File: config.mk
export PLATFORM = sky130hd
export DESIGN_NAME = vfd_glyph_frame_encoder_unit
export DESIGN_NICKNAME = d
export VERILOG_FILES = /design/src/sv/vfge_pkg.sv /design/src/sv/vfge_front.sv /design/src/sv/vfge_queue.sv /design/src/sv/vfge_back.sv /design/src/sv/vfd_glyph_frame_encoder_unit.sv
export SDC_FILE = /design/constraint.sdc
export NUM_CORES = 1
export LEC_CHECK = 0
export ABC_AREA = 1
export BUFFER_PORTS_ARGS = -buffer_cell sky130_fd_sc_hd__buf_2
export CAP_MARGIN = 20
export CORE_ASPECT_RATIO = 2
export CORE_MARGIN = 4
export CORE_UTILIZATION = 55
export CTS_CLUSTER_DIAMETER = 60
export CTS_CLUSTER_SIZE = 40
export DETAILED_ROUTE_END_ITERATION = 6
export GPL_ROUTABILITY_DRIVEN = 0
export HOLD_SLACK_MARGIN = 0.06
export PLACE_DENSITY = 0.73
export SYNTH_ARGS = -nofsm -noshare
export SYNTH_HDL_FRONTEND = slang
export SYNTH_SLANG_ARGS = --single-unit
File: constraint.sdc
create_clock -name clk -period 16.1 [get_ports clk]
set_input_delay 0.805 -clock clk [delete_from_list [all_inputs] [get_ports clk]]
set_output_delay 0.805 -clock clk [all_outputs]
set_load 0.01 [all_outputs]
File: src/sv/vfge_pkg.sv
// Shared types, constants and font tables for the VFD glyph frame encoder.
// No dependencies; imported by every design module of the block.
`default_nettype none

package vfge_pkg;

  // Fixed field widths.
  localparam int unsigned POS_W   = 4;
  localparam int unsigned CODE_W  = 8;
  localparam int unsigned BYTE_W  = 8;
  localparam int unsigned GLYPH_W = 16;
  localparam int unsigned CFG_IDX_W = 8;

  // Grid layout and font limits.
  localparam int unsigned FONT_SIZE = 61;
  localparam logic [POS_W-1:0] POS_GLYPH_PLAIN = 4'd0;
  localparam logic [POS_W-1:0] POS_NUM_HOUR    = 4'd1;
  localparam logic [POS_W-1:0] POS_GLYPH_ANN   = 4'd2;
  localparam logic [POS_W-1:0] POS_NUM_PLAIN   = 4'd3;
  localparam logic [POS_W-1:0] POS_FIRST_WIDE  = 4'd4;

  // Code remapping on the wide (14-segment) grids and number limits.
  localparam logic [CODE_W-1:0] WIDE_DIGIT_MAX  = 8'd9;
  localparam logic [CODE_W-1:0] WIDE_DIGIT_OFS  = 8'd18;
  localparam logic [CODE_W-1:0] WIDE_UPPER_MIN  = 8'd47;
  localparam logic [CODE_W-1:0] WIDE_UPPER_OFS  = 8'd30;
  localparam logic [CODE_W-1:0] NUM_LIMIT       = 8'd100;

  // Reciprocal for division by ten of values below one hundred: x*205 >> 11.
  localparam logic [CODE_W-1:0] DIV10_MUL   = 8'd205;
  localparam int unsigned       DIV10_SHIFT = 11;

  // Small work queue between the front and the back.
  localparam int unsigned QUEUE_DEPTH = 2;
  localparam int unsigned QPTR_W      = $clog2(QUEUE_DEPTH);
  localparam int unsigned QCNT_W      = $clog2(QUEUE_DEPTH + 1);

  // Configuration register indexes.
  typedef enum logic [CFG_IDX_W-1:0] {
    REG_AM_FLAG     = 8'd0,
    REG_PM_FLAG     = 8'd1,
    REG_HOUR_FLAG   = 8'd2,
    REG_COLON_FLAG  = 8'd3,
    REG_TIMER_FLAG  = 8'd4,
    REG_CLEAN_FLAG  = 8'd5,
    REG_PROBE_FLAG  = 8'd6,
    REG_ADDRESS_CMD = 8'd7
  } reg_idx_t;

  localparam logic [BYTE_W-1:0] ADDRESS_CMD_RESET = 8'd192;

  // Configuration register file contents.
  typedef struct packed {
    logic              am;
    logic              pm;
    logic              hour;
    logic              colon;
    logic              timer;
    logic              clean;
    logic              probe;
    logic [BYTE_W-1:0] address_cmd;
  } cfg_t;

  // One encoded grid waiting to be sent.
  typedef struct packed {
    logic              has_cmd;
    logic [BYTE_W-1:0] b0;
    logic [BYTE_W-1:0] b1;
    logic [BYTE_W-1:0] b2;
  } work_t;

  // Font: 7-segment digits in the first ten entries, 14-segment glyphs after.
  localparam logic [GLYPH_W-1:0] FONT [FONT_SIZE] = '{
    16'h0077, 16'h0012, 16'h005D, 16'h005B, 16'h003A, 16'h006B, 16'h006F, 16'h0052,
    16'h007F, 16'h007B, 16'h21C0, 16'h00C0, 16'h2001, 16'h20C1, 16'h2B0F, 16'h2AC9,
    16'h14C8, 16'h2162, 16'h2727, 16'h0224, 16'h21C5, 16'h22C5, 16'h02C6, 16'h22C3,
    16'h23C3, 16'h0421, 16'h23C7, 16'h22C7, 16'h08C8, 16'h0808, 16'h1CF8, 16'h0420,
    16'h1632, 16'h0000, 16'h2000, 16'h06A4, 16'h2A8D, 16'h2103, 16'h2A0D, 16'h21C3,
    16'h01C3, 16'h3383, 16'h03C6, 16'h2809, 16'h1204, 16'h1162, 16'h2102, 16'h0336,
    16'h1316, 16'h2307, 16'h01C7, 16'h3307, 16'h11C7, 16'h2291, 16'h0809, 16'h2306,
    16'h0522, 16'h1706, 16'h1430, 16'h0830, 16'h2421
  };

  // Font lookup; an index past the table reads as a blank glyph.
  function automatic logic [GLYPH_W-1:0] glyph_at(input logic [CODE_W-1:0] idx);
    logic [GLYPH_W-1:0] g;
    g = '0;
    if (idx < CODE_W'(FONT_SIZE)) begin
      g = FONT[idx[5:0]];
    end
    return g;
  endfunction

endpackage : vfge_pkg

`default_nettype wire

File: src/sv/vfge_front.sv
// Front end: configuration registers, input acceptance and per-grid encoding.
// Depends on vfge_pkg; pushes one work entry per valid position into vfge_queue.
`default_nettype none

module vfge_front
  import vfge_pkg::*;
#(
  parameter int unsigned NUM_POSITIONS = 16
) (
  input  wire logic                 clk,
  input  wire logic                 rst_n,
  // Configuration writes
  input  wire logic                 cfg_we,
  input  wire logic [CFG_IDX_W-1:0] cfg_idx,
  input  wire logic [BYTE_W-1:0]    cfg_wdata,
  output      cfg_t                 cfg,
  // Input beat
  input  wire logic                 in_beat,
  input  wire logic [POS_W-1:0]     position,
  input  wire logic [CODE_W-1:0]    char_code,
  // Queue push side
  output      logic                 push,
  output      work_t                push_entry
);

  cfg_t cfg_r;

  // Register file; indexes beyond the list are ignored.
  always_ff @(posedge clk) begin
    if (!rst_n) begin
      cfg_r.am          <= 1'b0;
      cfg_r.pm          <= 1'b0;
      cfg_r.hour        <= 1'b0;
      cfg_r.colon       <= 1'b0;
      cfg_r.timer       <= 1'b0;
      cfg_r.clean       <= 1'b0;
      cfg_r.probe       <= 1'b0;
      cfg_r.address_cmd <= ADDRESS_CMD_RESET;
    end else if (cfg_we) begin
      unique case (cfg_idx)
        REG_AM_FLAG:     cfg_r.am          <= cfg_wdata[0];
        REG_PM_FLAG:     cfg_r.pm          <= cfg_wdata[0];
        REG_HOUR_FLAG:   cfg_r.hour        <= cfg_wdata[0];
        REG_COLON_FLAG:  cfg_r.colon       <= cfg_wdata[0];
        REG_TIMER_FLAG:  cfg_r.timer       <= cfg_wdata[0];
        REG_CLEAN_FLAG:  cfg_r.clean       <= cfg_wdata[0];
        REG_PROBE_FLAG:  cfg_r.probe       <= cfg_wdata[0];
        REG_ADDRESS_CMD: cfg_r.address_cmd <= cfg_wdata;
        default: ;
      endcase
    end
  end

  assign cfg = cfg_r;

  // Split a number below one hundred into tens and ones digits.
  logic [2*CODE_W-1:0] div_prod;
  logic [3:0]          tens;
  logic [CODE_W-1:0]   ones_full;

  assign div_prod  = char_code * DIV10_MUL;
  assign tens      = div_prod[DIV10_SHIFT +: 4];
  assign ones_full = char_code - {1'b0, tens, 3'b000} - {3'b000, tens, 1'b0};

  // Remap codes on the wide grids.
  logic [CODE_W-1:0] wide_idx;

  always_comb begin
    priority if (char_code <= WIDE_DIGIT_MAX) begin
      wide_idx = char_code + WIDE_DIGIT_OFS;
    end else if (char_code > WIDE_UPPER_MIN) begin
      wide_idx = char_code - WIDE_UPPER_OFS;
    end else begin
      wide_idx = char_code;
    end
  end

  // Font reads for each grid kind.
  logic [GLYPH_W-1:0] wide_g;
  logic [GLYPH_W-1:0] ones_g;
  logic [GLYPH_W-1:0] tens_g;
  logic [GLYPH_W-1:0] single_g;

  assign wide_g   = glyph_at(wide_idx);
  assign ones_g   = glyph_at({4'b0000, ones_full[3:0]});
  assign tens_g   = glyph_at({4'b0000, tens});
  assign single_g = glyph_at(char_code);

  // Classify the grid and assemble its three bytes.
  logic               in_range;
  logic               is_wide;
  logic               is_num;
  logic [GLYPH_W-1:0] w1;
  logic [GLYPH_W-1:0] w2;

  assign in_range = {1'b0, position} < (POS_W + 1)'(NUM_POSITIONS);
  assign is_wide  = position >= POS_FIRST_WIDE;
  assign is_num   = (position == POS_NUM_HOUR) || (position == POS_NUM_PLAIN);

  always_comb begin
    w1 = '0;
    w2 = '0;
    push_entry         = '0;
    push_entry.has_cmd = (position == POS_GLYPH_PLAIN);
    priority if (is_wide) begin
      push_entry.b0 = wide_g[7:0];
      push_entry.b1 = wide_g[15:8];
      push_entry.b2 = '0;
    end else if (is_num) begin
      if (char_code < NUM_LIMIT) begin
        w1 = (ones_g >> 5) | (tens_g << 3) | {13'd0, cfg_r.colon, 2'b00};
        w2 = tens_g >> 5;
        push_entry.b0 = {ones_g[4:0],
                         cfg_r.hour & (position == POS_NUM_HOUR), 2'b00};
        push_entry.b1 = w1[7:0];
        push_entry.b2 = w2[7:0];
      end
    end else begin
      w1 = (single_g << 3) | {14'd0, cfg_r.am, cfg_r.pm};
      w2 = single_g >> 5;
      if (position == POS_GLYPH_ANN) begin
        push_entry.b0 = {4'b0000, cfg_r.probe, 1'b0, cfg_r.timer, cfg_r.clean};
      end
      push_entry.b1 = w1[7:0];
      push_entry.b2 = w2[7:0];
    end
  end

  // Positions past the display are accepted and dropped.
  assign push = in_beat && in_range;

endmodule : vfge_front

`default_nettype wire

File: src/sv/vfge_queue.sv
// Short work queue that decouples the encoder front from the byte serializer.
// Depends on vfge_pkg for the entry type and depth.
`default_nettype none

module vfge_queue
  import vfge_pkg::*;
(
  input  wire logic  clk,
  input  wire logic  rst_n,
  input  wire logic  push,
  input  work_t      push_entry,
  output      logic  full,
  input  wire logic  pop,
  output      logic  not_empty,
  output      work_t head
);

  work_t             mem_r [QUEUE_DEPTH];
  logic [QPTR_W-1:0] wr_ptr_r;
  logic [QPTR_W-1:0] rd_ptr_r;
  logic [QCNT_W-1:0] count_r;

  assign full      = (count_r == QCNT_W'(QUEUE_DEPTH));
  assign not_empty = (count_r != '0);
  assign head      = mem_r[rd_ptr_r];

  // Entry storage.
  always_ff @(posedge clk) begin
    if (push) begin
      mem_r[wr_ptr_r] <= push_entry;
    end
  end

  // Pointers and occupancy.
  always_ff @(posedge clk) begin
    if (!rst_n) begin
      wr_ptr_r <= '0;
      rd_ptr_r <= '0;
      count_r  <= '0;
    end else begin
      if (push) begin
        wr_ptr_r <= (wr_ptr_r == QPTR_W'(QUEUE_DEPTH - 1)) ? '0 : wr_ptr_r + 1'b1;
      end
      if (pop) begin
        rd_ptr_r <= (rd_ptr_r == QPTR_W'(QUEUE_DEPTH - 1)) ? '0 : rd_ptr_r + 1'b1;
      end
      unique case ({push, pop})
        2'b10:   count_r <= count_r + 1'b1;
        2'b01:   count_r <= count_r - 1'b1;
        default: count_r <= count_r;
      endcase
    end
  end

endmodule : vfge_queue

`default_nettype wire

File: src/sv/vfge_back.sv
// Back end: serializes one queued grid into its command and data beats.
// Depends on vfge_pkg; drives the result channel from registers alone.
`default_nettype none

module vfge_back
  import vfge_pkg::*;
(
  input  wire logic              clk,
  input  wire logic              rst_n,
  input  cfg_t                   cfg,
  input  wire logic              q_not_empty,
  input  work_t                  q_head,
  output      logic              q_pop,
  output      logic              out_valid,
  input  wire logic              out_ready,
  output      logic [BYTE_W-1:0] data_byte,
  output      logic              is_command,
  output      logic              last
);

  typedef enum logic [1:0] {
    BEAT_CMD = 2'd0,
    BEAT_B0  = 2'd1,
    BEAT_B1  = 2'd2,
    BEAT_B2  = 2'd3
  } beat_t;

  work_t cur_r;
  beat_t beat_r;
  logic  valid_r;
  logic  done;

  // The current grid finishes when its last beat is taken.
  assign done  = valid_r && out_ready && (beat_r == BEAT_B2);
  assign q_pop = q_not_empty && (!valid_r || done);

  // Beat sequencer and current-entry register.
  always_ff @(posedge clk) begin
    if (!rst_n) begin
      valid_r <= 1'b0;
      beat_r  <= BEAT_CMD;
    end else begin
      if (q_pop) begin
        valid_r <= 1'b1;
        beat_r  <= q_head.has_cmd ? BEAT_CMD : BEAT_B0;
      end else if (done) begin
        valid_r <= 1'b0;
      end else if (valid_r && out_ready) begin
        unique case (beat_r)
          BEAT_CMD: beat_r <= BEAT_B0;
          BEAT_B0:  beat_r <= BEAT_B1;
          BEAT_B1:  beat_r <= BEAT_B2;
          BEAT_B2:  beat_r <= BEAT_B2;
        endcase
      end
    end
  end

  always_ff @(posedge clk) begin
    if (q_pop) begin
      cur_r <= q_head;
    end
  end

  // Select the byte for the beat on offer.
  always_comb begin
    unique case (beat_r)
      BEAT_CMD: data_byte = cfg.address_cmd;
      BEAT_B0:  data_byte = cur_r.b0;
      BEAT_B1:  data_byte = cur_r.b1;
      BEAT_B2:  data_byte = cur_r.b2;
    endcase
  end

  assign out_valid  = valid_r;
  assign is_command = (beat_r == BEAT_CMD);
  assign last       = (beat_r == BEAT_B2);

endmodule : vfge_back

`default_nettype wire

File: src/sv/vfd_glyph_frame_encoder_unit.sv
// Top level of the VFD glyph frame encoder: front, work queue and serializer.
// Depends on vfge_pkg, vfge_front, vfge_queue and vfge_back.
//
// Usage:
//   Input channel: one beat per grid, tdata = {char_code, position}.
//   Result channel: display bytes, one per beat; tuser marks the address
//   command byte, tlast marks the third data byte of a grid.
//   Configuration channel: cfg_index/cfg_data write one register per beat;
//   cfg_ready is always high. Write only while the block is idle.
// Throughput: one result beat per cycle from the serializer while out_tready
//   is high; a grid gives three data bytes, and position 0 adds the command
//   byte first. Positions past NUM_POSITIONS are accepted and produce nothing.
// Path: an input beat is written into the work queue, then loaded into the
//   serializer register, from which the first byte of the grid is offered.
// Stalls: while out_tready is low the offered byte holds; the two-entry queue
//   keeps taking input until it fills, then in_tready drops.
// Reset: synchronous active-low rst_n empties the queue and the serializer and
//   loads the register defaults (all flags zero, address command 0xC0).
`default_nettype none

module vfd_glyph_frame_encoder_unit
  import vfge_pkg::*;
#(
  parameter int unsigned NUM_POSITIONS = 16
) (
  input  wire logic                 clk,
  input  wire logic                 rst_n,
  // Input stream
  input  wire logic                 in_tvalid,
  output      logic                 in_tready,
  input  wire logic [15:0]          in_tdata,   // [3:0] position, [11:4] char_code
  // Result stream
  output      logic                 out_tvalid,
  input  wire logic                 out_tready,
  output      logic [7:0]           out_tdata,  // [7:0] data_byte
  output      logic                 out_tuser,  // [0] is_command
  output      logic                 out_tlast,
  // Configuration writes
  input  wire logic                 cfg_valid,
  output      logic                 cfg_ready,
  input  wire logic [CFG_IDX_W-1:0] cfg_index,
  input  wire logic [BYTE_W-1:0]    cfg_data
);

  cfg_t  cfg;
  logic  push;
  work_t push_entry;
  logic  q_full;
  logic  q_pop;
  logic  q_not_empty;
  work_t q_head;
  logic  in_beat;

  assign cfg_ready = 1'b1;
  assign in_tready = !q_full;
  assign in_beat   = in_tvalid && in_tready;

  // Classify and encode incoming grids.
  vfge_front #(
    .NUM_POSITIONS (NUM_POSITIONS)
  ) u_front (
    .clk        (clk),
    .rst_n      (rst_n),
    .cfg_we     (cfg_valid && cfg_ready),
    .cfg_idx    (cfg_index),
    .cfg_wdata  (cfg_data),
    .cfg        (cfg),
    .in_beat    (in_beat),
    .position   (in_tdata[3:0]),
    .char_code  (in_tdata[11:4]),
    .push       (push),
    .push_entry (push_entry)
  );

  // Decoupling queue.
  vfge_queue u_queue (
    .clk        (clk),
    .rst_n      (rst_n),
    .push       (push),
    .push_entry (push_entry),
    .full       (q_full),
    .pop        (q_pop),
    .not_empty  (q_not_empty),
    .head       (q_head)
  );

  // Serialize grids into bytes.
  vfge_back u_back (
    .clk         (clk),
    .rst_n       (rst_n),
    .cfg         (cfg),
    .q_not_empty (q_not_empty),
    .q_head      (q_head),
    .q_pop       (q_pop),
    .out_valid   (out_tvalid),
    .out_ready   (out_tready),
    .data_byte   (out_tdata),
    .is_command  (out_tuser),
    .last        (out_tlast)
  );

endmodule : vfd_glyph_frame_encoder_unit

`default_nettype wire

### Word level (Yosys, flattened, before mapping)

Memory sizes are Yosys's and may differ from the RTL's. A register that Yosys moved wholly into a read port is not among the register bits.
Cells that the tools add are included.

| operators by class | value |
|---|---|
| $add $sub $neg | 8 |
| $mul | 1 |
| div/mod/pow operators | 0 |
| order comparisons | 10 |
| equality and inequality tests | 17 |
| shift operators | 0 |
| muxes and demuxes | 31 |
| bitwise logic cells | 8 |
| reductions and logical operators | 25 |

Operators by type and width:

| cell | count |
|---|---|
| $mux W13 | 7 |
| $mux W24 | 3 |
| $mux W16 | 3 |
| $eq A8 B3 Y1 const B | 4 |
| $pmux W8 S4 | 1 |
| $ge A7 B7 Y1 const B | 4 |
| $reduce_and A2 Y1 | 9 |
| $eq A8 B2 Y1 const B | 2 |
| $lt A8 B6 Y1 const B | 2 |
| $mux W8 | 2 |
| $mul A8 B8 Y15 const B | 1 |
| $not A4 Y7 | 2 |
| $not A6 Y7 | 2 |
| $mux W1 | 9 |
| $add A8 B5 Y8 const B | 1 |
| $eq A2 B2 Y1 const B | 4 |
| $eq A4 B2 Y1 const B | 2 |
| $eq A8 B1 Y1 const B | 1 |
| $gt A8 B6 Y1 const B | 1 |
| $le A8 B4 Y1 const B | 1 |
| $logic_not A8 Y1 | 1 |
| $lt A8 B7 Y1 const B | 1 |
| $or A8 B2 Y8 | 1 |
| $or A8 B3 Y8 | 1 |
| 22 further kinds | 35 |

| word-level totals | value |
|---|---|
| register bits after elaboration | 46 |
| bits in latches | 0 |
| memory bits (writable) | 50 |
| bits in read-only memories | 4096 |
| input port bits | 37 |
| memories | 5 |

Memories:

| name | depth | width | read ports | clocked after Yosys merged registers in | write ports | line | source |
|---|---|---|---|---|---|---|---|
| (no name shown) | 64 | 16 | 1 | 0 | 0 | vfge_pkg.sv:89 | `g = FONT[idx[5:0]];` |
| (no name shown) | 64 | 16 | 1 | 0 | 0 | vfge_pkg.sv:89 |  |
| (no name shown) | 64 | 16 | 1 | 0 | 0 | vfge_pkg.sv:89 |  |
| (no name shown) | 64 | 16 | 1 | 0 | 0 | vfge_pkg.sv:89 |  |
| u_queue.mem_r | 2 | 25 | 1 | 1 | 1 | vfge_queue.sv:18 | `work_t mem_r [QUEUE_DEPTH];` |

### Longest topological paths before layout

Gate-level depths: netlist of the first run.

| logic depth | value |
|---|---|
| word-level depth | 12 |
| depth in mapped cells | 31 |

### By module

A second synthesis of the first run with hierarchy kept.

| unflattened totals | value |
|---|---|
| cell total of the unflattened synthesis | 1176 |
| area total of the unflattened synthesis | 8803.4 um^2 |

By module, submodules not included:

| module | times used | cells an instance | area an instance (um^2) |
|---|---|---|---|
| vfge_front | 1 | 958 | 5515.3 |
| vfge_queue | 1 | 113 | 2135.8 |
| vfge_back | 1 | 100 | 1127.3 |
| vfd_glyph_frame_encoder_unit | 1 | 5 | 25.0 |

### Worst setup path before layout of the first run

Ideal clock, no wire load.

| timing | value |
|---|---|
| path type | in2reg |
| from | input port in_tdata[6] |
| to | memory u_queue.mem_r[0][12] (netlist name) (data pin) |
| library setup time | 0.256 ns |
| data arrival time | 5.567 ns |
| required time | 15.844 ns |
| setup slack | 10.276 ns |
| stages | 27 |
| buffers on the path | 1 |
| cell sequence | buf_4 clkinv_1 ha_1 xor2_1 ha_1 fa_1 inv_1 fa_1 inv_1 ha_1 a21oi_1 nor2_1 nor2_1 nand3_1 nand2_1 inv_1 ha_1 or2_2 nand2_1 clkinv_1 ha_1 nand3_1 nand3_1 nand2_1 nand2_1 nand2_1 nand2_1 |

RTL lines:

| what | line | source |
|---|---|---|
| from (decl) | vfd_glyph_frame_encoder_unit.sv:31 | `input wire logic [15:0] in_tdata,` |
| to (decl) | vfge_queue.sv:18 |  |

==> results of run 1 <==
-- synthesized netlist by cell type (all sizes together), types with 3 or more instances --
| cell | n | area share (%) |
|---|---|---|
| nand2 | 315 | 15 |
| inv | 125 | 5.5 |
| nand3 | 106 | 6.3 |
| ha | 91 | 13 |
| nor2 | 85 | 3.9 |
| o21ai | 78 | 5.0 |
| edfxtp | 74 | 26 |
| a21oi | 65 | 3.8 |
| mux2 | 24 | 3.2 |
| buf | 23 | 1.8 |
| dfxtp | 23 | 5.4 |
| nand4 | 15 | 1.1 |
| clkbuf | 14 | 0.62 |
| o211ai | 12 | 1.1 |
| xor2 | 11 | 1.1 |
| fa | 10 | 2.3 |
| nor3 | 7 | 0.47 |
| a31oi | 6 | 0.44 |
| clkinv | 6 | 0.32 |
| o21bai | 4 | 0.35 |
| o221ai | 4 | 0.41 |
| xnor2 | 4 | 0.41 |
| a211oi | 3 | 0.26 |
| nand3b | 3 | 0.26 |
| o2111ai | 3 | 0.31 |
-- metal layers --
metal  GRT usage [%]  vias up
li1                -     3841
met1            27.1     3554
met2            52.6      320
met3            2.25       92
met4            18.4        0
met5               0        -
-- power breakdown --
group | leakage [uW] | internal, uW | switching, uW
clock | 0.000143 | 109 | 97.2
sequential | 0.000899 | 344 | 28.1
combinational | 0.00323 | 214 | 408
-- area by class of cell --
cell class / count / share of cell area (%)
Tap cell: 198 / 2.71
Multi-Input combinational cell: 865 / 56.4
Clock buffer: 9 / 2.47
Timing Repair Buffer: 49 / 2.82
Inverter: 131 / 5.44
Sequential cell: 97 / 29.4
Clock inverter: 7 / 0.795
-- worst max-delay path: stages --
cell and delay, ps:
buf_2 430, clkinv_1 600, ha_1 650, xor2_1 200, ha_1 270, fa_1 550, inv_1 60, fa_1 540
inv_1 40, ha_1 310, a21oi_1 260, nor2_1 70, nor2_1 120, nand3_1 140, nand2_1 200, inv_1 150
ha_1 240, or2_2 290, nand2_1 210, clkinv_1 270, o21ai_0 210, inv_1 50, o21ai_0 520, nand2_1 160
-- sequential cells by signal (all words and copies together) (netlist names), named ones only --
signal,flops
u_queue.count_r,2
u_queue.mem_r,50
u_back.cur_r,24
u_front.cfg,15
u_back.out_valid,1
u_queue.wr_ptr_r,1
u_back.beat_r,2
u_queue.rd_ptr_r,1
-- stage by stage --
step | utilization [%] | cell area (um^2)
floorplan | - | 8530
global placement | 57.8 | 8840
detailed placement | 57.8 | 8840
CTS | 59.7 | 9130
global route | 59.7 | 9130
finish | 59.7 | 9130
-- cell usage in the layout, fill, tap and decap left out, types with 3 or more instances in the layout --
master	synthesis	final
nand2_1	304	304
inv_1	120	120
nand3_1	105	105
ha_1	91	91
nor2_1	81	79
edfxtp_1	74	74
a21oi_1	65	64
o21ai_0	59	59
buf_2	11	44
mux2_2	24	24
dfxtp_1	23	23
nand4_1	15	15
o21ai_1	14	14
o211ai_1	12	12
xor2_1	11	11
fa_1	10	10
clkbuf_16	0	9
nand2_2	6	6
nor3_1	6	6
nor2_2	4	6
a31oi_1	6	6
clkinv_1	5	5
inv_2	5	5
buf_4	4	5
o21bai_1	4	4
nand2_4	4	4
xnor2_1	4	4
o221ai_1	4	4
o21ai_2	3	3
nand3b_1	3	3
a211oi_1	3	3
o2111ai_1	3	3
-- worst paths after layout --
path | end | start | depth (start not counted) | slack (ps)
hold reg to reg | u_front.cfg[12]$_SDFFE_PN0P_ | u_front.cfg[12]$_SDFFE_PN0P_ | 2 | 470
hold / removal | u_front.cfg[12]$_SDFFE_PN0P_ | u_front.cfg[12]$_SDFFE_PN0P_ | 2 | 470
setup reg to reg | u_back.beat_r[0]$_SDFFE_PN0P_ | u_back.beat_r[0]$_SDFFE_PN0P_ | 9 | 14130
setup / recovery | u_queue.mem_r[0][21]$_DFFE_PP_ | in_tdata[6] | 24 | 8830
-- cell families (layout without fill, tap and decap cells) --
logic type / Yosys count / after routing
AO/OA/AOI/OAI: 186 / 186
XOR/XNOR: 15 / 15
adder cells (fa/ha/maj): 101 / 101
buffers and inverters: 168 / 196
flip-flops: 97 / 97
multiplexers: 26 / 26
other: 1 / 1
AND/OR/NAND/NOR: 536 / 536
==> results.toml, run 1 <==
[outcome]
status = "completed"

[worst_setup_path]
crit_arrival_ps = 7340
setup.worst_path.class = "input pin to flop"
worstSetupEndpointType = "flop"
path_max_fanout = 29
start_kind = "input pin"
cp.required_ps = 16170

[timing]
worst_pin_slew_ps = 1120
min_period_over_period_pct = 45.2
post-route-min-period_ps = 7270
fin_ws_ps = 8830
slew_viol_final = 0
rsz0062_at_grt = "false"
setup_viol = 0
fin_skew_ps = 11.6
finalHoldViolCount = 0
whs_ps = 468
setup_tns_ps = 0
max_slew_margin_pct = 25.5
fmax_mhz = 137

[placement]
placedCellCount = 1340
dpl_worst_slack_ps = 8530
io_buffers = 44
place_hpwl_um = 18500

[worst_hold_path]
hp-class = "flop to flop"

[final_layout]
final_cells = 1356
multiInputGateArea_mm2 = 0.00515
seqCellArea_mm2 = 0.00268
finalNetCount = 1291
nFillCells = 1452
syn_to_final_growth_pct = 7.12
drive_above_1_share_pct = 10.7
diodes = 0

[global_route]
antenna_found_initial = 0
gr-total-overflow = 0
grt_usage_pct = 27.7
grt_start_max_net_pins = 37
grt_pass1_wl_um = 37500
grt_pass1_vias = 7572

[cts]
cts-htree-levels = 3
cts_hold_buf = 0
postCtsSetupBuffers = 0
cts_buffers = 9
cts.clk_slew.worst_paths_ps = 70
root_buffer = "clkbuf_16"
clockBufferDepth = 2
cts_tree = "built"
postCtsResizedCells = 0
clk_latency_ps = 340
cts.sinks = 97

[power_and_ir_drop]
p_leak_uw = 0.00427
p_per_area_mw_per_mm2 = 131
finalPower_uw = 1200
worst_ir_drop_vdd_mv = 0.0740

[drt]
route.met2.wl_um = 13200
vias = 7807
met1_length_um = 7590
drt_first_pass_iters = 6
routed_wl_um = 23400
met3_length_um = 1070
routedWlPerCell_um = 17.3
drc = 0
first_iter_violations = 745
maxUsedRoutingLayer = "met4"
via_per_inst = 5.76
ant_nets = 0

[synth]
synthAdderAreaFrac_pct = 15.7
syn-num-nets = 1268
synth_top_family_by_area = "simple AND/OR/NAND/NOR gates"
synth_xor_area_share_pct = 1.54
syn_avg_cell_area_um2 = 7.55
synth_ff_type = "edfxtp_1"
synthSimpleGateAreaFrac_pct = 27.0
synthCells = 1130
synth_mux_area_share_pct = 3.40
synth.distinct_cells = 53
seq_area_frac_synth_pct = 31.5
synth-edff-count = 74
syn_area_mm2 = 0.00853
synth-compound-area-share_pct = 12.7
yosys_warnings = 0
synth-seq-cells = 97
async_reset_ff_share_pct = 0

[floorplan]
io_pins = 50
num_rows = 64
core_area_mm2 = 0.0153
die_area_mm2 = 0.0177
initial_core_util_pct = 55.8
die_h_um = 184
die_x_um = 96.0

[job]
maxCapViolCount = 0
No activity file was read; power rests on OpenSTA's default activity.
==> run 2: changes to the inputs <==
- ABC_AREA: 1 -> 0
- PLACE_DENSITY: 0.73 -> 0.76
- clock period: 16.1 -> 6.16 ns (I/O delays scaled with it)
==> run 2 against run 1 <==
  * First-iteration DRC count is 0.67% higher
  * Area after synthesis is 1.7% lower
  * Non-clock buffer count is 27 higher
  * Global-route usage is 0.13 points higher
  * Worst setup slack worse by 8500 ps
  * Clock skew is 5.2 ps lower
  * Core utilization is 1.7 points higher
  * Worst hold slack worse by 270 ps
  * Synthesized cell count is 20% lower
  * Critical path depth is 2 lower
  * Critical path type unchanged
  * Highest routed layer unchanged
==> results.toml, run 2 <==
[outcome]
status = "completed"

[power_and_ir_drop]
p_per_area_mw_per_mm2 = 371
sw_frac_of_total_pct = 42.6
clkPwrFrac_pct = 14.7
switching_power_uw = 1440
worst_ir_drop_vdd_mv = 0.262
p_leak_uw = 0.00373
p_int_uw = 1950
pwr-share-seq_pct = 28.8
combPwrFrac_pct = 56.4

[cts]
root_buffer = "clkbuf_16"
cts_hold_buf = 0
cts.sinks = 97
cts_buffers = 9
cts.clk_slew.worst_paths_ps = 60
clockBufferDepth = 2
cts-htree-levels = 3
cts_tree = "built"
postCtsResizedCells = 0
clk_latency_ps = 340
postCtsSetupBuffers = 0

[floorplan]
num_rows = 63
die_x_um = 95.3
io_pins = 50
core_area_mm2 = 0.0149
die_h_um = 183
initial_core_util_pct = 56.2
die_area_mm2 = 0.0174

[final_layout]
final_cells = 1132
seqCellArea_mm2 = 0.00268
drive_above_1_share_pct = 16.1
final_common_cell = "ha_1"
fin_area_mm2 = 0.00915
finalNetCount = 1071
top_register = "u_queue.mem_r"
nFillCells = 1324
syn_to_final_growth_pct = 9.20
final_cell_mix = "ha_1 (91), nor2_1 (82), edfxtp_1 (74)"
diodes = 0
multiInputGateArea_mm2 = 0.00528
largest_reg_flops = 50
final_util_pct = 61.4

[synth]
seq_area_frac_synth_pct = 32.0
syn-num-nets = 1039
synth-seq-cells = 97
synth_ff_type = "edfxtp_1"
async_reset_ff_share_pct = 0
synth_largest_area_cell = "edfxtp_1"
synth-edff-count = 74
synth_commonest_cells = "ha_1 (91), nor2_1 (83), edfxtp_1 (74)"
synth_area_leaders = "edfxtp_1 (27%), ha_1 (14%), dfxtp_1 (5.5%)"
synthCells = 901
synth.most_common_cell = "ha_1"
synth.top_cell.area_share_pct = 26.5
syn_avg_cell_area_um2 = 9.30
yosys_warnings = 0
synth.distinct_cells = 83
syn_area_mm2 = 0.00838

[timing]
finalHoldViolCount = 0
min_period_over_period_pct = 94.6
fin_skew_ps = 6.41
fmax_mhz = 172
max_slew_margin_pct = 27.3
setup_tns_ps = 0
fin_ws_ps = 330
worst_pin_slew_ps = 1090
rsz0062_at_grt = "false"
post-route-min-period_ps = 5830
slew_viol_final = 0
setup_viol = 0

[worst_hold_path]
hp-class = "input pin to flop"

[worst_setup_path]
crit_arrival_ps = 5880
start_kind = "input pin"
crit_chain = "buf_2 -> clkinv_2 -> ha_1 -> xor2_1 -> ha_1 -> fa_1 -> inv_1 -> fa_1 -> inv_1 -> ha_1 -> a211oi_1 -> nor2_1 -> a211o_1 -> a21oi_4 -> xnor2_1 -> ha_1 -> xnor2_1 -> xnor2_1 -> xor2_1 -> a21oi_1 -> a21oi_1 -> o32ai_1"
r2r_slack_ps = 3680
worstSetupEndpointType = "flop"
crit_slowest_cell = "fa_1"
setup.worst_path.class = "input pin to flop"
cp_common_cell = "ha_1"
cp.required_ps = 6210
path_max_fanout = 7
slowest_delay_ps = 560

[placement]
io_buffers = 44
placedCellCount = 1116
dpl_worst_slack_ps = 77.5
place_hpwl_um = 18000
dpl_cell_area_mm2 = 0.00886

[drt]
first_iter_violations = 750
routed_wl_um = 23300
ant_nets = 0
drc = 0
routedWlPerCell_um = 20.6
vias = 7209
drt_first_pass_iters = 7
via_per_inst = 6.37

[global_route]
antenna_found_initial = 0
grt_start_max_net_pins = 42
grt_usage_pct = 27.8
grt_pass1_vias = 7271
grt_pass1_wl_um = 37200
gr-total-overflow = 0

[job]
maxCapViolCount = 0
==> run 2: power by group through the flow <==
stage / Combinational, uW / Sequential [uW] / Clock [uW]
2_1_floorplan: 1350 / 933 / 0
3_3_place_gp: 1830 / 984 / 0
3_5_place_dp: 1860 / 995 / 0
4_1_cts: 1870 / 982 / 506
5_1_grt: 2110 / 994 / 530
6_report: 1910 / 978 / 500
==> run 2: layer usage <==
layer	global-route usage [%]	part of all wire [%]	vias up
met5	0	0	-
met4	22.0	9.3	0
li1	-	-	3381
met3	3.05	4.6	142
met2	50.4	54	360
met1	27.4	32	3326
==> run 2: worst paths after layout <==
| kind | start | to | cells past startpoint |
|---|---|---|---|
| hold / removal | cfg_data[6] | u_front.cfg[6]$_SDFFE_PN1P_ | 3 |
| setup reg to reg | u_back.beat_r[1]$_SDFFE_PN0P_ | u_queue.count_r[1]$_SDFFE_PN0P_ | 7 |
| hold reg to reg | u_front.cfg[10]$_SDFFE_PN0P_ | u_front.cfg[10]$_SDFFE_PN0P_ | 2 |
| setup / recovery | in_tdata[6] | u_queue.mem_r[0][20]$_DFFE_PP_ | 22 |
==> run 2: layout make-up <==
class	count	area share, %
inverter	51	2.16
timing repair buffer	76	5.22
clock buffer	15	2.93
multi-input combinational	698	57.7
tap	195	2.67
sequential	97	29.3
==> run 2: worst max-delay path, delay by kind of cell <==
family / cells / cell delay [ps]
adder cells (fa/ha/maj): 6 / 2230
AO/OA/AOI/OAI: 6 / 1540
XOR/XNOR: 5 / 1320
buffers and inverters: 4 / 360
AND/OR/NAND/NOR: 1 / 120
==> run 2: cell families after synthesis <==
kind of cell	count (synthesis)	synth area share, %
buf+inv	106	5.18
fa+ha+maj	101	16.0
simple gates	262	15.0
other cells	1	0.0448
mux	53	8.17
flops	97	32.0
xor+xnor	25	2.79
compound gates	256	20.8
==> run 2: through the flow <==
step / hold WS [ps] / total power [uW]
after global placement: 466 / 2810
final: 199 / 3390
after CTS: 192 / 3360
after floorplan: 433 / 2290
after global routing: 202 / 3640
after detailed placement: 481 / 2860
